<file path="src/sv/med_pkg.sv">
// Shared types and constants for the message envelope deframer.
// Holds header layout, error codes, the result record and the magic byte table.
// Has no dependencies.
package med_pkg;

   localparam int HEADER_BYTES = 12;
   localparam int HPOS_W       = $clog2(HEADER_BYTES + 1);
   localparam int QUEUE_DEPTH  = 4;
   localparam int QIDX_W       = $clog2(QUEUE_DEPTH);
   localparam int QCNT_W       = $clog2(QUEUE_DEPTH + 1);

   localparam logic [7:0]        VERSION_RESET = 8'd2;
   localparam logic [HPOS_W-1:0] POS_VERSION   = HPOS_W'(4);
   localparam logic [HPOS_W-1:0] POS_TYPE      = HPOS_W'(5);
   localparam logic [HPOS_W-1:0] POS_LENGTH    = HPOS_W'(8);
   localparam logic [HPOS_W-1:0] POS_DONE      = HPOS_W'(HEADER_BYTES);

   typedef enum logic [2:0] {
      ERR_NONE    = 3'd0,
      ERR_SHORT   = 3'd1,
      ERR_MAGIC   = 3'd2,
      ERR_VERSION = 3'd3,
      ERR_LENGTH  = 3'd4
   } err_type;

   typedef enum logic {
      KIND_PAYLOAD = 1'b0,
      KIND_VERDICT = 1'b1
   } kind_type;

   typedef struct packed {
      kind_type    kind;
      logic        last;
      logic [7:0]  payload_byte;
      logic        accepted;
      err_type     error_code;
      logic [7:0]  message_kind;
      logic [15:0] header_flags;
      logic [31:0] declared_length;
   } result_type;

   // Magic bytes 'U', 'B', 'N', '2' in arrival order.
   function automatic logic [7:0] magic_byte(input logic [1:0] idx);
      logic [7:0] value;
      unique case (idx)
         2'd0:    value = 8'h55;
         2'd1:    value = 8'h42;
         2'd2:    value = 8'h4E;
         default: value = 8'h32;
      endcase
      return value;
   endfunction

endpackage

</file>
<file path="src/sv/message_envelope_deframer.sv">
// Message envelope deframer: header check, payload pass-through and verdict.
// Depends on med_pkg for header layout, error codes and the result record.
// A byte's results are written into the result queue at its transfer and offered on rsp from the queue head.
// Throughput: one byte per cycle; a final payload byte causes two results, which a
// four-entry result queue absorbs, and req_tready is low while it holds more than two.
// Reset clears the message state, empties the queue and sets the expected version to 2.
module message_envelope_deframer
   import med_pkg::*;
(
   input  logic        clock,
   input  logic        reset,
   // Configuration: expected version byte.
   input  logic        csr_valid,
   output logic        csr_ready,
   input  logic [7:0]  csr_data,
   // Input bytes.
   input  logic        req_tvalid,
   output logic        req_tready,
   input  logic [7:0]  req_tdata,   // in_byte
   input  logic        req_tlast,   // final_byte
   // Results.
   output logic        rsp_tvalid,
   input  logic        rsp_tready,
   // payload_byte[7:0], accepted[8], error_code[11:9], message_kind[19:12],
   // header_flags[35:20], declared_length[67:36], zero fill[71:68]
   output logic [71:0] rsp_tdata,
   output logic        rsp_tuser,   // result_kind
   output logic        rsp_tlast    // last
);

   logic [7:0]        version_ff;
   logic [HPOS_W-1:0] hdr_pos_ff, hdr_pos_in, hdr_pos_step;
   logic [31:0]       seen_ff, seen_in, seen_step;
   logic [31:0]       len_ff, len_in, len_step;
   logic [7:0]        type_ff, type_in, type_step;
   logic [15:0]       flags_ff, flags_in, flags_step;
   err_type           err_ff, err_in, err_step, byte_err, final_err;

   result_type              queue_ff [QUEUE_DEPTH];
   logic [QIDX_W-1:0]       wr_ptr_ff, wr_ptr_in, rd_ptr_ff, rd_ptr_in;
   logic [QCNT_W-1:0]       count_ff, count_in;
   logic [QIDX_W-1:0]       verdict_idx;

   logic       req_fire, rsp_fire, hdr_done, emit_payload, emit_verdict;
   logic [7:0] in_byte;
   result_type pay_res, ver_res, head;

   assign in_byte    = req_tdata;
   assign csr_ready  = 1'b1;
   assign req_tready = (count_ff <= QCNT_W'(QUEUE_DEPTH - 2));
   assign req_fire   = req_tvalid && req_tready;
   assign rsp_tvalid = (count_ff != '0);
   assign rsp_fire   = rsp_tvalid && rsp_tready;
   assign hdr_done   = (hdr_pos_ff == POS_DONE);

   // One byte's effect on the message state.
   always_comb begin
      hdr_pos_step = hdr_pos_ff;
      seen_step    = seen_ff;
      len_step     = len_ff;
      type_step    = type_ff;
      flags_step   = flags_ff;
      byte_err     = ERR_NONE;
      emit_payload = 1'b0;
      if (!hdr_done) begin
         hdr_pos_step = hdr_pos_ff + HPOS_W'(1);
         if (hdr_pos_ff < POS_VERSION) begin
            if (in_byte != magic_byte(hdr_pos_ff[1:0])) byte_err = ERR_MAGIC;
         end else if (hdr_pos_ff == POS_VERSION) begin
            if (in_byte != version_ff) byte_err = ERR_VERSION;
         end else if (hdr_pos_ff == POS_TYPE) begin
            type_step = in_byte;
         end else if (hdr_pos_ff < POS_LENGTH) begin
            flags_step = {flags_ff[7:0], in_byte};
         end else begin
            len_step = {len_ff[23:0], in_byte};
         end
      end else begin
         if (seen_ff >= len_ff) begin
            byte_err = ERR_LENGTH;
         end else if (err_ff == ERR_NONE) begin
            emit_payload = 1'b1;
         end
         if (seen_ff != '1) seen_step = seen_ff + 32'd1;
      end
      err_step = (err_ff != ERR_NONE) ? err_ff : byte_err;

      // The verdict looks at the state after this byte has been counted.
      final_err = err_step;
      if (err_step == ERR_NONE) begin
         if (hdr_pos_step != POS_DONE) begin
            final_err = ERR_SHORT;
         end else if (seen_step != len_step) begin
            final_err = ERR_LENGTH;
         end
      end
   end

   assign emit_verdict = req_tlast;

   always_comb begin
      pay_res              = '0;
      pay_res.kind         = KIND_PAYLOAD;
      pay_res.payload_byte = in_byte;
      pay_res.last         = !req_tlast;
      pay_res.error_code   = ERR_NONE;

      ver_res                 = '0;
      ver_res.kind            = KIND_VERDICT;
      ver_res.last            = 1'b1;
      ver_res.accepted        = (final_err == ERR_NONE);
      ver_res.error_code      = final_err;
      ver_res.message_kind    = type_step;
      ver_res.header_flags    = flags_step;
      ver_res.declared_length = len_step;
   end

   // State update; a final byte returns everything to the start of a message.
   always_comb begin
      hdr_pos_in = hdr_pos_ff;
      seen_in    = seen_ff;
      len_in     = len_ff;
      type_in    = type_ff;
      flags_in   = flags_ff;
      err_in     = err_ff;
      if (req_fire) begin
         if (req_tlast) begin
            hdr_pos_in = '0;
            seen_in    = '0;
            len_in     = '0;
            type_in    = '0;
            flags_in   = '0;
            err_in     = ERR_NONE;
         end else begin
            hdr_pos_in = hdr_pos_step;
            seen_in    = seen_step;
            len_in     = len_step;
            type_in    = type_step;
            flags_in   = flags_step;
            err_in     = err_step;
         end
      end
   end

   assign verdict_idx = emit_payload ? (wr_ptr_ff + QIDX_W'(1)) : wr_ptr_ff;

   always_comb begin
      wr_ptr_in = wr_ptr_ff;
      rd_ptr_in = rd_ptr_ff;
      count_in  = count_ff;
      if (req_fire) begin
         wr_ptr_in = wr_ptr_ff + QIDX_W'(emit_payload) + QIDX_W'(emit_verdict);
         count_in  = count_in + QCNT_W'(emit_payload) + QCNT_W'(emit_verdict);
      end
      if (rsp_fire) begin
         rd_ptr_in = rd_ptr_ff + QIDX_W'(1);
         count_in  = count_in - QCNT_W'(1);
      end
   end

   always_ff @(posedge clock) begin
      if (reset) begin
         version_ff <= VERSION_RESET;
         hdr_pos_ff <= '0;
         seen_ff    <= '0;
         len_ff     <= '0;
         type_ff    <= '0;
         flags_ff   <= '0;
         err_ff     <= ERR_NONE;
         wr_ptr_ff  <= '0;
         rd_ptr_ff  <= '0;
         count_ff   <= '0;
      end else begin
         if (csr_valid && csr_ready) version_ff <= csr_data;
         hdr_pos_ff <= hdr_pos_in;
         seen_ff    <= seen_in;
         len_ff     <= len_in;
         type_ff    <= type_in;
         flags_ff   <= flags_in;
         err_ff     <= err_in;
         wr_ptr_ff  <= wr_ptr_in;
         rd_ptr_ff  <= rd_ptr_in;
         count_ff   <= count_in;
      end
   end

   always_ff @(posedge clock) begin
      if (req_fire && emit_payload) queue_ff[wr_ptr_ff] <= pay_res;
      if (req_fire && emit_verdict) queue_ff[verdict_idx] <= ver_res;
   end

   assign head      = queue_ff[rd_ptr_ff];
   assign rsp_tuser = head.kind;
   assign rsp_tlast = head.last;
   assign rsp_tdata = {4'b0000, head.declared_length, head.header_flags,
                       head.message_kind, head.error_code, head.accepted,
                       head.payload_byte};

   a_queue_bound: assert property (@(posedge clock) disable iff (reset)
      count_ff <= QCNT_W'(QUEUE_DEPTH))
      else $error("result queue count exceeds its depth");

   a_hdr_bound: assert property (@(posedge clock) disable iff (reset)
      hdr_pos_ff <= POS_DONE)
      else $error("header position ran past the header");

   a_clear_after_final: assert property (@(posedge clock) disable iff (reset)
      (req_fire && req_tlast) |=> (hdr_pos_ff == '0 && seen_ff == '0 &&
                                   err_ff == ERR_NONE))
      else $error("message state not cleared after the final byte");

   a_error_sticky: assert property (@(posedge clock) disable iff (reset)
      (err_ff != ERR_NONE && !(req_fire && req_tlast)) |=> $stable(err_ff))
      else $error("first error changed before the verdict");

   a_payload_clean: assert property (@(posedge clock) disable iff (reset)
      (rsp_tvalid && !rsp_tuser) |-> (rsp_tdata[11:8] == 4'd0))
      else $error("payload result carries verdict fields");

endmodule
</file>
<file path="config.mk">
export PLATFORM = sky130hd
export DESIGN_NAME = message_envelope_deframer
export DESIGN_NICKNAME = d
export VERILOG_FILES = /design/src/sv/med_pkg.sv /design/src/sv/message_envelope_deframer.sv
export SDC_FILE = /design/constraint.sdc
export NUM_CORES = 1
export LEC_CHECK = 0
export BUFFER_PORTS_ARGS = -buffer_cell sky130_fd_sc_hd__buf_2
export CAP_MARGIN = 15
export CORE_AREA = 10 10 199 201
export DETAILED_ROUTE_END_ITERATION = 10
export DIE_AREA = 0 0 209 211
export GPL_TIMING_DRIVEN = 0
export HOLD_SLACK_MARGIN = 0.03
export MAX_ROUTING_LAYER = met4
export PLACE_DENSITY = 0.87
export SLEW_MARGIN = 20
export SYNTH_ARGS = -nofsm -noshare
export SYNTH_HDL_FRONTEND = slang
export SYNTH_SLANG_ARGS = --single-unit
</file>
<file path="constraint.sdc">
create_clock -name clock -period 4 [get_ports clock]
set_input_delay 0.4 -clock clock [delete_from_list [all_inputs] [get_ports clock]]
set_output_delay 0.4 -clock clock [all_outputs]
set_load 0.01 [all_outputs]
</file>
# Yosys cells after proc, flatten, opt, wreduce, memory -nomap -nowiden
# Memory sizes are Yosys's and may differ from the RTL's. A register that Yosys moved wholly into a read port is not among the register bits.
# Cells that the tools add are included.
[classes] mux=48 reduce_logical=11 order_cmp=4 eq_ne=10 add_sub_neg=9
[ops] operator="2-to-1 mux 32 bit" n=9
[ops] operator="2-to-1 mux 16 bit" n=6
[ops] operator="2-to-1 mux 8 bit" n=7
[ops] operator="adder 32 x 1 -> 32 bit (second input constant)" n=1
[ops] operator="greater-or-equal comparator 32 bit" n=1
[ops] operator="!= test 32 bit" n=1
[ops] operator="!= test 32 bit (second input constant)" n=1
[ops] operator="2-to-1 mux 3 bit" n=10
[ops] operator="case mux 7 bit (3 select lines)" n=1
[ops] operator="!= test 8 bit" n=2
[ops] operator="2-to-1 mux 2 bit" n=6
[ops] operator="logical NOT 3 bit" n=3
[ops] operator="equality test 4 x 3 -> 1 bit (second input constant)" n=2
[ops] operator="2-to-1 mux 4 bit" n=2
[ops] operator="2-to-1 mux 1 bit" n=7
[ops] operator="adder 3 x 1 -> 3 bit" n=2
[ops] operator="nonzero test 3 bit" n=2
[ops] operator="adder 2 x 1 -> 2 bit" n=2
[ops] operator="adder 2 x 1 -> 2 bit (second input constant)" n=2
[ops] operator="adder 4 x 1 -> 4 bit (second input constant)" n=1
[ops] operator="equality test 4 bit (second input constant)" n=1
[ops] operator="logical AND 1 bit" n=4
[ops] operator="less-than comparator 4 x 3 -> 1 bit (second input constant)" n=1
[ops] operator="less-than comparator 4 bit (second input constant)" n=1
[ops] operator="other kinds (7)" n=7
[totals] reg_bits=110 output_inout_bits=77 inputBits=22 ramBits=280 word_cells=93 mem_count=1
[memory_table] name="queue_ff" words=4 width=70 rd=1 rd_ports_with_merged_regs=1 write_ports=2 line="message_envelope_deframer.sv:39" source="result_type queue_ff [QUEUE_DEPTH];"

# Depth between registers and ports, before layout
# Gate-level depths: netlist of the first run.
[logic_depth] word_depth=13 depth_mapped=15

# Worst setup path after synthesis of the first run
# No wires, ideal clock.
[synth_path] kind="reg-to-reg" start="register len_ff[17]" end="memory queue_ff[0][0] (netlist name) (enable)" path_stages_with_launch=11 slack_ps=-385 arrival_time_ps=3723 t_required_ps=3339 synth_period_minus_slack_ps=4385 cell_sequence="dfxtp_1 > inv_1 > ha_1 > a21oi_1 > o21ai_1 > a2111o_1 > a211o_1 > o311a_1 > o211ai_1 > clkbuf_1 > nand2_1"
[synth_lines] element="start, declared" line="message_envelope_deframer.sv:34" source="logic [31:0] len_ff, len_in, len_step;"
[synth_lines] element="start signal, assigned" line="message_envelope_deframer.sv:177" source="len_ff <= len_in;"
[synth_lines] element="end, declared" line="message_envelope_deframer.sv:39"

==> results of run 1 <==
cells in the mapped netlist (6+ instances only):
library cell,n,area [sq um]
mux2i_2,9,124
xnor2_1,41,359
o21ai_0,39,195
o211ai_1,13,97.6
clkbuf_1,88,330
inv_1,44,165
edfxtp_1,240,7210
a21boi_0,25,188
a31oi_1,8,50.1
buf_2,11,55.1
nand4_1,24,150
ha_1,44,551
mux2i_1,46,460
or3_1,13,81.3
buf_6,6,67.6
nor2_1,419,1570
buf_4,11,82.6
nand3_1,29,145
a21boi_1,8,60.1
a21oi_1,123,616
dfxtp_1,152,3040
nand2_1,118,443
xor2_1,21,184
buf_1,18,67.6
and4_1,10,87.6
a22oi_1,7,52.6
and2_1,6,37.5
and3_1,13,81.3
mux4_2,70,1580
nor4_1,17,106
nor3_1,16,80.1
repair_timing:
item	in CTS	in global routing
hold endpoints to repair	0	0
cloned	1	0
pin swaps	8	2
gates resized for setup	16	23
buffers inserted	8	2
endpoints found under the setup margin	423	262
through the flow:
step | power [W] | instances | hold WS, ns | util | setup TNS, ns
detailed placement | 0.00693 | 2336 | 0.445 | 0.577 | -143.76
floorplan | 0.00608 | 1788 | 0.418 | - | 0
CTS | 0.0107 | 2422 | 0.0417 | 0.620 | 0
global placement | 0.00686 | 2332 | 0.426 | 0.573 | -330.54
global route | 0.0111 | 2426 | 0.0573 | 0.623 | 0
finish | 0.0107 | 2426 | 0.0457 | 0.623 | 0
sequential cells by signal, indices dropped and copies added (netlist names), named ones only:
register,flops
count_ff,3
err_ff,3
flags_ff,16
hdr_pos_ff,4
len_ff,32
queue_ff,280
rd_ptr_ff,2
seen_ff,32
type_ff,8
version_ff,8
wr_ptr_ff,2
cells by family after synthesis:
| group | after synthesis | share of synthesized area |
|---|---|---|
| AND/OR/NAND/NOR | 698 | 0.159 |
| other | 2 | 0.000389 |
| adder cells (fa/ha/maj) | 46 | 0.0306 |
| flip-flops | 392 | 0.532 |
| AO/OA/AOI/OAI | 275 | 0.0905 |
| buffers and inverters | 179 | 0.0409 |
| XOR/XNOR | 62 | 0.0282 |
| multiplexers | 131 | 0.118 |
critical path, stage by stage, from the launching register on:
cell and delay (ns):
dfxtp_1 0.50, inv_1 0.08, ha_1 0.29, nand4_1 0.13, nor3_1 0.08, a2111o_1 0.44, a211o_4 0.43, o311a_1 0.37
o211ai_1 0.27, clkbuf_1 0.53, nand2_4 0.16, buf_16 0.25
path summary, 6_finish.rpt:
| kind | start | end | slack (ns) | cells after the start |
|---|---|---|---|---|
| hold reg to reg | queue_ff[3][69]$_SDFFE_PP1P_ | queue_ff[3][69]$_SDFFE_PP1P_ | 0.46 | 2 |
| hold / removal | csr_data[1] | version_ff[1]$_SDFFE_PP1P_ | 0.05 | 2 |
| setup reg to reg | len_ff[20]$_SDFFE_PP0P_ | queue_ff[1][28]$_DFFE_PP_ | 0.12 | 11 |
| setup / recovery | len_ff[20]$_SDFFE_PP0P_ | queue_ff[1][28]$_DFFE_PP_ | 0.12 | 11 |
routing by layer:
metal  wire length (um)  up-vias  global-route usage
met5                  0        -                   -
met2              27200      891               0.413
met3               5450      165              0.0414
li1                   -     6688                   -
met4               2580        0               0.112
met1              22800     7320               0.338
cell type report:
cell class / count / area [sq um]
timing repair buffer: 98 / 633
tap: 461 / 577
multi-input combinational: 1217 / 8430
fill: 2676 / 13300
inverter: 44 / 165
sequential: 392 / 10300
clock buffer: 49 / 1110
clock inverter: 29 / 243
antenna: 2 / 5.00
buffer: 134 / 631
report_power, final:
part           internal (W)  switching [W]  total, W
sequential          0.00447      0.0000855   0.00456
clock               0.00219        0.00167   0.00386
combinational      0.000922        0.00140   0.00232
==> flow_summary.ini, run 1 <==
[status]
status = completed

[synthesis]
ys_async_sr_fraction = 0
synthFlopType = edfxtp_1
synth_area_sq_um = 19300
ys_seq_elements = 392
syn_area_per_cell_sq_um = 10.8
synth_edf_count = 240
ys_types = 83
syn_inst = 1785
seq_area_frac_synth = 0.532
yosysWarningCount = 0

[die]
die-height_um = 211
start_util = 0.545
design.portCount = 99
dieWidth_um = 209
die-area_sq_um = 44100
coreArea_sq_um = 35400
num_rows = 69

[timing]
setup_viol = 0
max_freq_mhz = 258
tightest_slew_ns = 1.12
final_hold_viol_count = 0
slew_headroom = 0.248
finalMaxSlewViolations = 0
fin_skew_ns = 0.0208
rsz0062_at_grt = false
setup_ws_ns = 0.117
min_period_over_period = 0.971
min_period_ns = 3.88

[cells_and_area]
design_area_sq_um = 22100
syn2layout_area_growth_pct = 14.4
drive_above_1_share = 0.169
final_cell_mix = nor2_1, edfxtp_1, dfxtp_1, a21oi_1, nand2_1
fin_nets = 1997
final_common_cell = nor2_1

[critical_path]
crit_arrival_ns = 4.16
worstPathRequired_ns = 4.27
critPathCaptureType = flop
start_kind = flop
crit_path_max_fanout = 48
path_class = flop to flop

[clocking]
clkSlewWorstSetupHoldPaths_ns = 0.07
clock_latency_ns = 0.57
cts-root-buf = clkbuf_16
cts_max_path_buffers = 3
htreeDepth = 2
cts.sink_count = 392
cts_tree = done
cts_hold_buf = 0
cts_buffers = 42

[placed_design]
place_area_sq_um = 20400
detailed_place_hpwl_um = 39700
place_congestion = 0.994
place_ws_ns = -0.720
port_buffers = 83

[grt]
overflow = 0
grt_use_total = 0.264
grt_pass1_wl_um = 88100
antenna_found_initial = 1
grt_max_degree = 49
grt_pass1_vias = 14900

[hold_path]
hold_path_class = primary input to flop

[route]
postRouteAntennaNets = 0
vias_per_cell = 6.21
vias = 15100
post_drt_wl_per_cell_um = 23.9
wl_um = 58000
dr.pass1.iters = 6
route.detailed.drc = 0
drt_iter0_drc = 1634

[power_and_ir_drop]
pwr_density_cell_nw_per_um2 = 487
vdd_drop_max_mv = 0.411
power_leakage_nw = 7.29

[flow_run]
maxCapViolations = 0
(Power assumes the default switching activity.)
==> run 2, diff against run 1 <==
--- a/config.mk
+++ b/config.mk
@@ -7,9 +7,11 @@
 export LEC_CHECK = 0
 export BUFFER_PORTS_ARGS = -buffer_cell sky130_fd_sc_hd__buf_2
 export CAP_MARGIN = 15
-export CORE_AREA = 10 10 199 201
+export CELL_PAD_IN_SITES_DETAIL_PLACEMENT = 0
+export CELL_PAD_IN_SITES_GLOBAL_PLACEMENT = 2
+export CORE_AREA = 10 10 240 242
 export DETAILED_ROUTE_END_ITERATION = 10
-export DIE_AREA = 0 0 209 211
+export DIE_AREA = 0 0 250 252
 export GPL_TIMING_DRIVEN = 0
 export HOLD_SLACK_MARGIN = 0.03
 export MAX_ROUTING_LAYER = met4
==> run 2 against run 1 <==
Effect of this change:
- combinational power is 3% higher
- sequential share of layout area shrank 0.69 points
- clock-buffer cell count up 5
- fmax shrank 0.25%
- cell count increased by 9.6%
- critical endpoint is now queue_ff[3][26]$_DFFE_PP_
- largest power group unchanged
==> flow_summary.ini, run 2 (synthesized netlist as in run 1, its figures left out) <==
[cells_and_area]
largestRegisters = queue_ff (280), len_ff (32), seen_ff (32)
top_register = queue_ff
largest_reg_flops = 280
fin_nets = 2005
final_common_cell = nor2_1
fin_util = 0.426
final_cell_mix = nor2_1, edfxtp_1, dfxtp_1, a21oi_1, nand2_1
syn2layout_area_growth_pct = 16.0
drive_above_1_share = 0.170

[route]
drt_iter0_drc = 1237
postRouteAntennaNets = 0
dr.pass1.iters = 7
post_drt_wl_per_cell_um = 22.4
vias_per_cell = 5.44
route.detailed.drc = 0
vias = 14500
wl_um = 59500

[grt]
grt_use_total = 0.189
grt_max_degree = 39
grt_pass1_wl_um = 89900
antenna_found_initial = 1
grt_pass1_vias = 14200
overflow = 0

[placed_design]
place_congestion = 0.920
detailed_place_hpwl_um = 42200
port_buffers = 83

[critical_path]
path_class = flop to flop
critPathCaptureType = flop
worstPathRequired_ns = 4.24
crit_path_max_fanout = 35
crit_arrival_ns = 4.14
r2r_slack_ns = 0.11
start_kind = flop

[die]
die-area_sq_um = 63000
coreArea_sq_um = 52400
design.portCount = 99
num_rows = 84
die-height_um = 252
dieWidth_um = 250
start_util = 0.368

[timing]
min_period_ns = 3.89
tightest_slew_ns = 1.08
fin_setup_tns_ns = 0
min_period_over_period = 0.973
rsz0062_at_grt = true
setup_viol = 0
slew_headroom = 0.278
fin_skew_ns = 0.0171
final_hold_viol_count = 0
finalMaxSlewViolations = 0
max_freq_mhz = 257

[clocking]
cts_tree = done
cts-root-buf = clkbuf_16
cts_hold_buf = 0
cts_max_path_buffers = 3
clock_latency_ns = 0.57
cts_buffers = 41
clkSlewWorstSetupHoldPaths_ns = 0.06
cts.sink_count = 392
htreeDepth = 2

[power_and_ir_drop]
power_leakage_nw = 7.31
pwr_density_cell_nw_per_um2 = 479
vdd_drop_max_mv = 0.245

[hold_path]
hold_path_class = primary input to flop

[flow_run]
maxCapViolations = 0

[status]
status = completed
-- run 2: what timing repair did --
item | CTS | global route
setup endpoints to repair | 245 | 215
pin swaps | 5 | 4
buffers inserted | 6 | 6
gates cloned | 3 | 1
resized for setup | 18 | 32
-- run 2: final cells by class --
cell class / count / area, sq um
Antenna cell: 1 / 2.50
Tap cell: 688 / 861
Fill cell: 4942 / 30100
Multi-Input combinational cell: 1221 / 8510
Inverter: 44 / 165
Clock inverter: 21 / 189
Clock buffer: 54 / 1110
Sequential cell: 392 / 10200
Timing Repair Buffer: 102 / 631
Buffer: 135 / 647
-- run 2: power breakdown --
part / internal [W] / switching, W
Clock: 0.00215 / 0.00164
Combinational: 0.000933 / 0.00144
Sequential: 0.00447 / 0.0000782
Total: 0.00755 / 0.00316
-- run 2: final timing paths --
| check | from | endpoint | cells after the start |
|---|---|---|---|
| min | csr_data[1] | version_ff[1]$_SDFFE_PP1P_ | 2 |
| max | seen_ff[22]$_SDFFE_PP0P_ | queue_ff[3][26]$_DFFE_PP_ | 11 |
| max reg2reg | seen_ff[22]$_SDFFE_PP0P_ | queue_ff[3][26]$_DFFE_PP_ | 11 |
| min reg2reg | queue_ff[3][69]$_SDFFE_PP1P_ | queue_ff[3][69]$_SDFFE_PP1P_ | 2 |
-- run 2: routing by layer --
layer  wire length [um]  up-vias  GRT usage
met3               4150       74     0.0313
met1              25400     7172      0.243
li1                   -     6694          -
met5                  0        -          -
met4               1290        0     0.0494
met2              28700      520      0.307
-- run 2: worst max-delay path, cell delays in order (launching register included) --
cell and delay (ns):
dfxtp_1 0.54, ha_1 0.34, a21oi_1 0.17, a21boi_0 0.11, a2111o_1 0.35, a211o_2 0.44
nor3_4 0.30, mux2i_2 0.34, nand3_4 0.25, buf_6 0.26, nand2_8 0.16, buf_16 0.24
-- run 2: metrics by stage --
step | total power (W) | instance area (sq um) | setup slack (ns) | instances | hold slack, ns
global placement | 0.00698 | 20600 | -1.75 | 2559 | 0.426
global route | 0.0111 | 22400 | -0.0142 | 2658 | 0.0507
floorplan | 0.00608 | 19300 | 0.202 | 1788 | 0.418
finish | 0.0107 | 22400 | 0.107 | 2658 | 0.0535
CTS | 0.0108 | 22200 | 0.00285 | 2650 | 0.0394
detailed placement | 0.00701 | 20700 | -0.605 | 2566 | 0.437
==> run 3, diff against run 2 <==
--- a/config.mk
+++ b/config.mk
@@ -13,9 +13,10 @@
 export DETAILED_ROUTE_END_ITERATION = 10
 export DIE_AREA = 0 0 250 252
 export GPL_TIMING_DRIVEN = 0
-export HOLD_SLACK_MARGIN = 0.03
+export HOLD_SLACK_MARGIN = 0.1
 export MAX_ROUTING_LAYER = met4
 export PLACE_DENSITY = 0.87
+export SETUP_SLACK_MARGIN = 0.15
 export SLEW_MARGIN = 20
 export SYNTH_ARGS = -nofsm -noshare
 export SYNTH_HDL_FRONTEND = slang
==> run 3 against run 2 <==
Effect of this change:
- first-iteration DRC count rose by 0.16%
- design area rose by 0.83%
- total power barely moved
- non-clock buffer count rose by 11
- fmax rose by 5.5%
- routed wire length rose by 0.33%
- sequential share of layout area fell by 0.34 points
- clock power barely moved
- clock-buffer cell count did not move
- via count barely moved
- critical path type unchanged
- highest routed layer unchanged
==> flow_summary.ini, run 3 (synthesized netlist as in run 1, its figures left out) <==
[critical_path]
crit_arrival_ns = 4.16
critPathCaptureType = flop
path_cells = inv_1 -> ha_1 -> nand4_1 -> or4b_1 -> a31oi_4 -> nor3_4 -> buf_6 -> fa_1 -> ha_1 -> mux2i_1 -> ha_1 -> and3_1 -> a211oi_1
cpMostUsedCell = ha_1
crit_slowest_cell = or4b_1
worstSetupEndpoint = count_ff[1]$_SDFF_PP0_
critPathMaxStageDelay_ns = 0.56
worstPathRequired_ns = 4.47
path_class = flop to flop
crit_start = len_ff[7]$_SDFFE_PP0P_
r2r-start = len_ff[7]$_SDFFE_PP0P_
r2r_slack_ns = 0.31
start_kind = flop
reg2reg_to = count_ff[1]$_SDFF_PP0_
reg2reg_depth = 13
crit_path_max_fanout = 10

[die]
start_util = 0.368
design.portCount = 99
coreArea_sq_um = 52400
dieWidth_um = 250
die-area_sq_um = 63000
die-height_um = 252
num_rows = 84

[grt]
overflow = 0
grt_pass1_wl_um = 90300
grt_pass1_vias = 14200
grt_max_degree = 39
grt_use_total = 0.190
antenna_found_initial = 1

[timing]
setup_viol = 0
finalMaxSlewViolations = 0
fin_skew_ns = 0.0141
min_period_ns = 3.69
min_period_over_period = 0.922
timing.hold.ws_ns = 0.151
setup_ws_ns = 0.310
slew_headroom = 0.263
max_freq_mhz = 271
rsz0062_at_grt = true
tightest_slew_ns = 1.11
final_hold_viol_count = 0

[cells_and_area]
nFillCells = 4924
layout.cells.non_filler = 2669
largest_reg_flops = 280
multiInputGateArea_sq_um = 8560
seqCellArea_sq_um = 10300
top_register = queue_ff
final_common_cell = nor2_1
fin_nets = 2016
largestRegisters = queue_ff (280), len_ff (32), seen_ff (32)
drive_above_1_share = 0.180
final_cell_mix = nor2_1, edfxtp_1, dfxtp_1, a21oi_1, nand2_1
syn2layout_area_growth_pct = 16.9
design_area_sq_um = 22500

[power_and_ir_drop]
power_leakage_nw = 7.41
finalPower_w = 0.0107
pwr_density_cell_nw_per_um2 = 475
vdd_drop_max_mv = 0.247

[clocking]
clkSlewWorstSetupHoldPaths_ns = 0.06
cts_max_path_buffers = 3
cts.sink_count = 392
cts-root-buf = clkbuf_16
cts_buffers = 41
clock_latency_ns = 0.57
cts_tree = done
htreeDepth = 2

[placed_design]
detailed_place_hpwl_um = 42200
port_buffers = 83
place_area_sq_um = 20700
place_ws_ns = -0.605
dp.cells = 2566
place_congestion = 0.920

[status]
status = completed

[route]
vias_per_cell = 5.41
wl_um = 59700
drt_iter0_drc = 1239
dr.pass1.iters = 5
post_drt_wl_per_cell_um = 22.4
route.detailed.drc = 0
vias = 14400
postRouteAntennaNets = 0

[flow_run]
maxCapViolations = 0

[hold_path]
hold_depth = 3
hold_path_class = primary input to flop
run 3: power by group:
part	internal [W]	switching (W)
combinational	0.000944	0.00144
clock	0.00215	0.00163
sequential	0.00447	0.0000774
run 3: area by class of cell:
type	instances	area share
clock buffers	54	0.0491
inverters	44	0.00732
flip-flops and latches	392	0.455
plain buffers	135	0.0299
multi-input cells	1221	0.380
repair buffers	113	0.0325
diodes	1	0.000111
well taps	688	0.0382
clock inverters	21	0.00838
run 3: per-stage QoR:
stage          utilization  setup TNS [ns]
2_1_floorplan            -               0
3_3_place_gp         0.392         -421.98
3_5_place_dp         0.395          -91.24
4_1_cts              0.426               0
5_1_grt              0.430               0
6_report             0.430               0
run 3: critical path: cells and delay by family (launching register included):
family                     cells  cell delay (ns)
AOI/OAI and AO/OA              2             0.46
adders and majority gates      4             1.26
buffers and inverters          2             0.26
DFF                            1             0.54
muxes                          1             0.19
and+or+nand+nor                4             0.89
run 3: layer usage:
layer,vias up,share of wire,GRT usage
met2,472,0.48,0.310
met1,7181,0.43,0.243
met5,-,0,-
li1,6714,-,-
met3,80,0.066,0.0306
met4,0,0.025,0.0506
run 3: how the worst min path moves through the flow:
| stage | slack [ns] | startpoint | end |
|---|---|---|---|
| final | 0.15 | rsp_tready | count_ff[1]$_SDFF_PP0_ |
| after global routing | 0.15 | rsp_tready | count_ff[1]$_SDFF_PP0_ |
| after CTS | 0.13 | rsp_tready | count_ff[1]$_SDFF_PP0_ |
| after detailed placement | 0.44 | queue_ff[3][69]$_SDFFE_PP1P_ | queue_ff[3][69]$_SDFFE_PP1P_ |
| after global placement | 0.43 | queue_ff[2][69]$_SDFFE_PP1P_ | queue_ff[2][69]$_SDFFE_PP1P_ |
| after floorplan | 0.42 | queue_ff[2][69]$_SDFFE_PP1P_ | queue_ff[2][69]$_SDFFE_PP1P_ |
run 3: what timing repair did:
action                                  CTS  global route
hold endpoints to repair                  8             0
hold buffers                              8             0
resized for setup                        34            56
setup buffers                             7             8
endpoints found under the setup margin  369           304
pin swaps                                 7             6
cloned                                    3             1
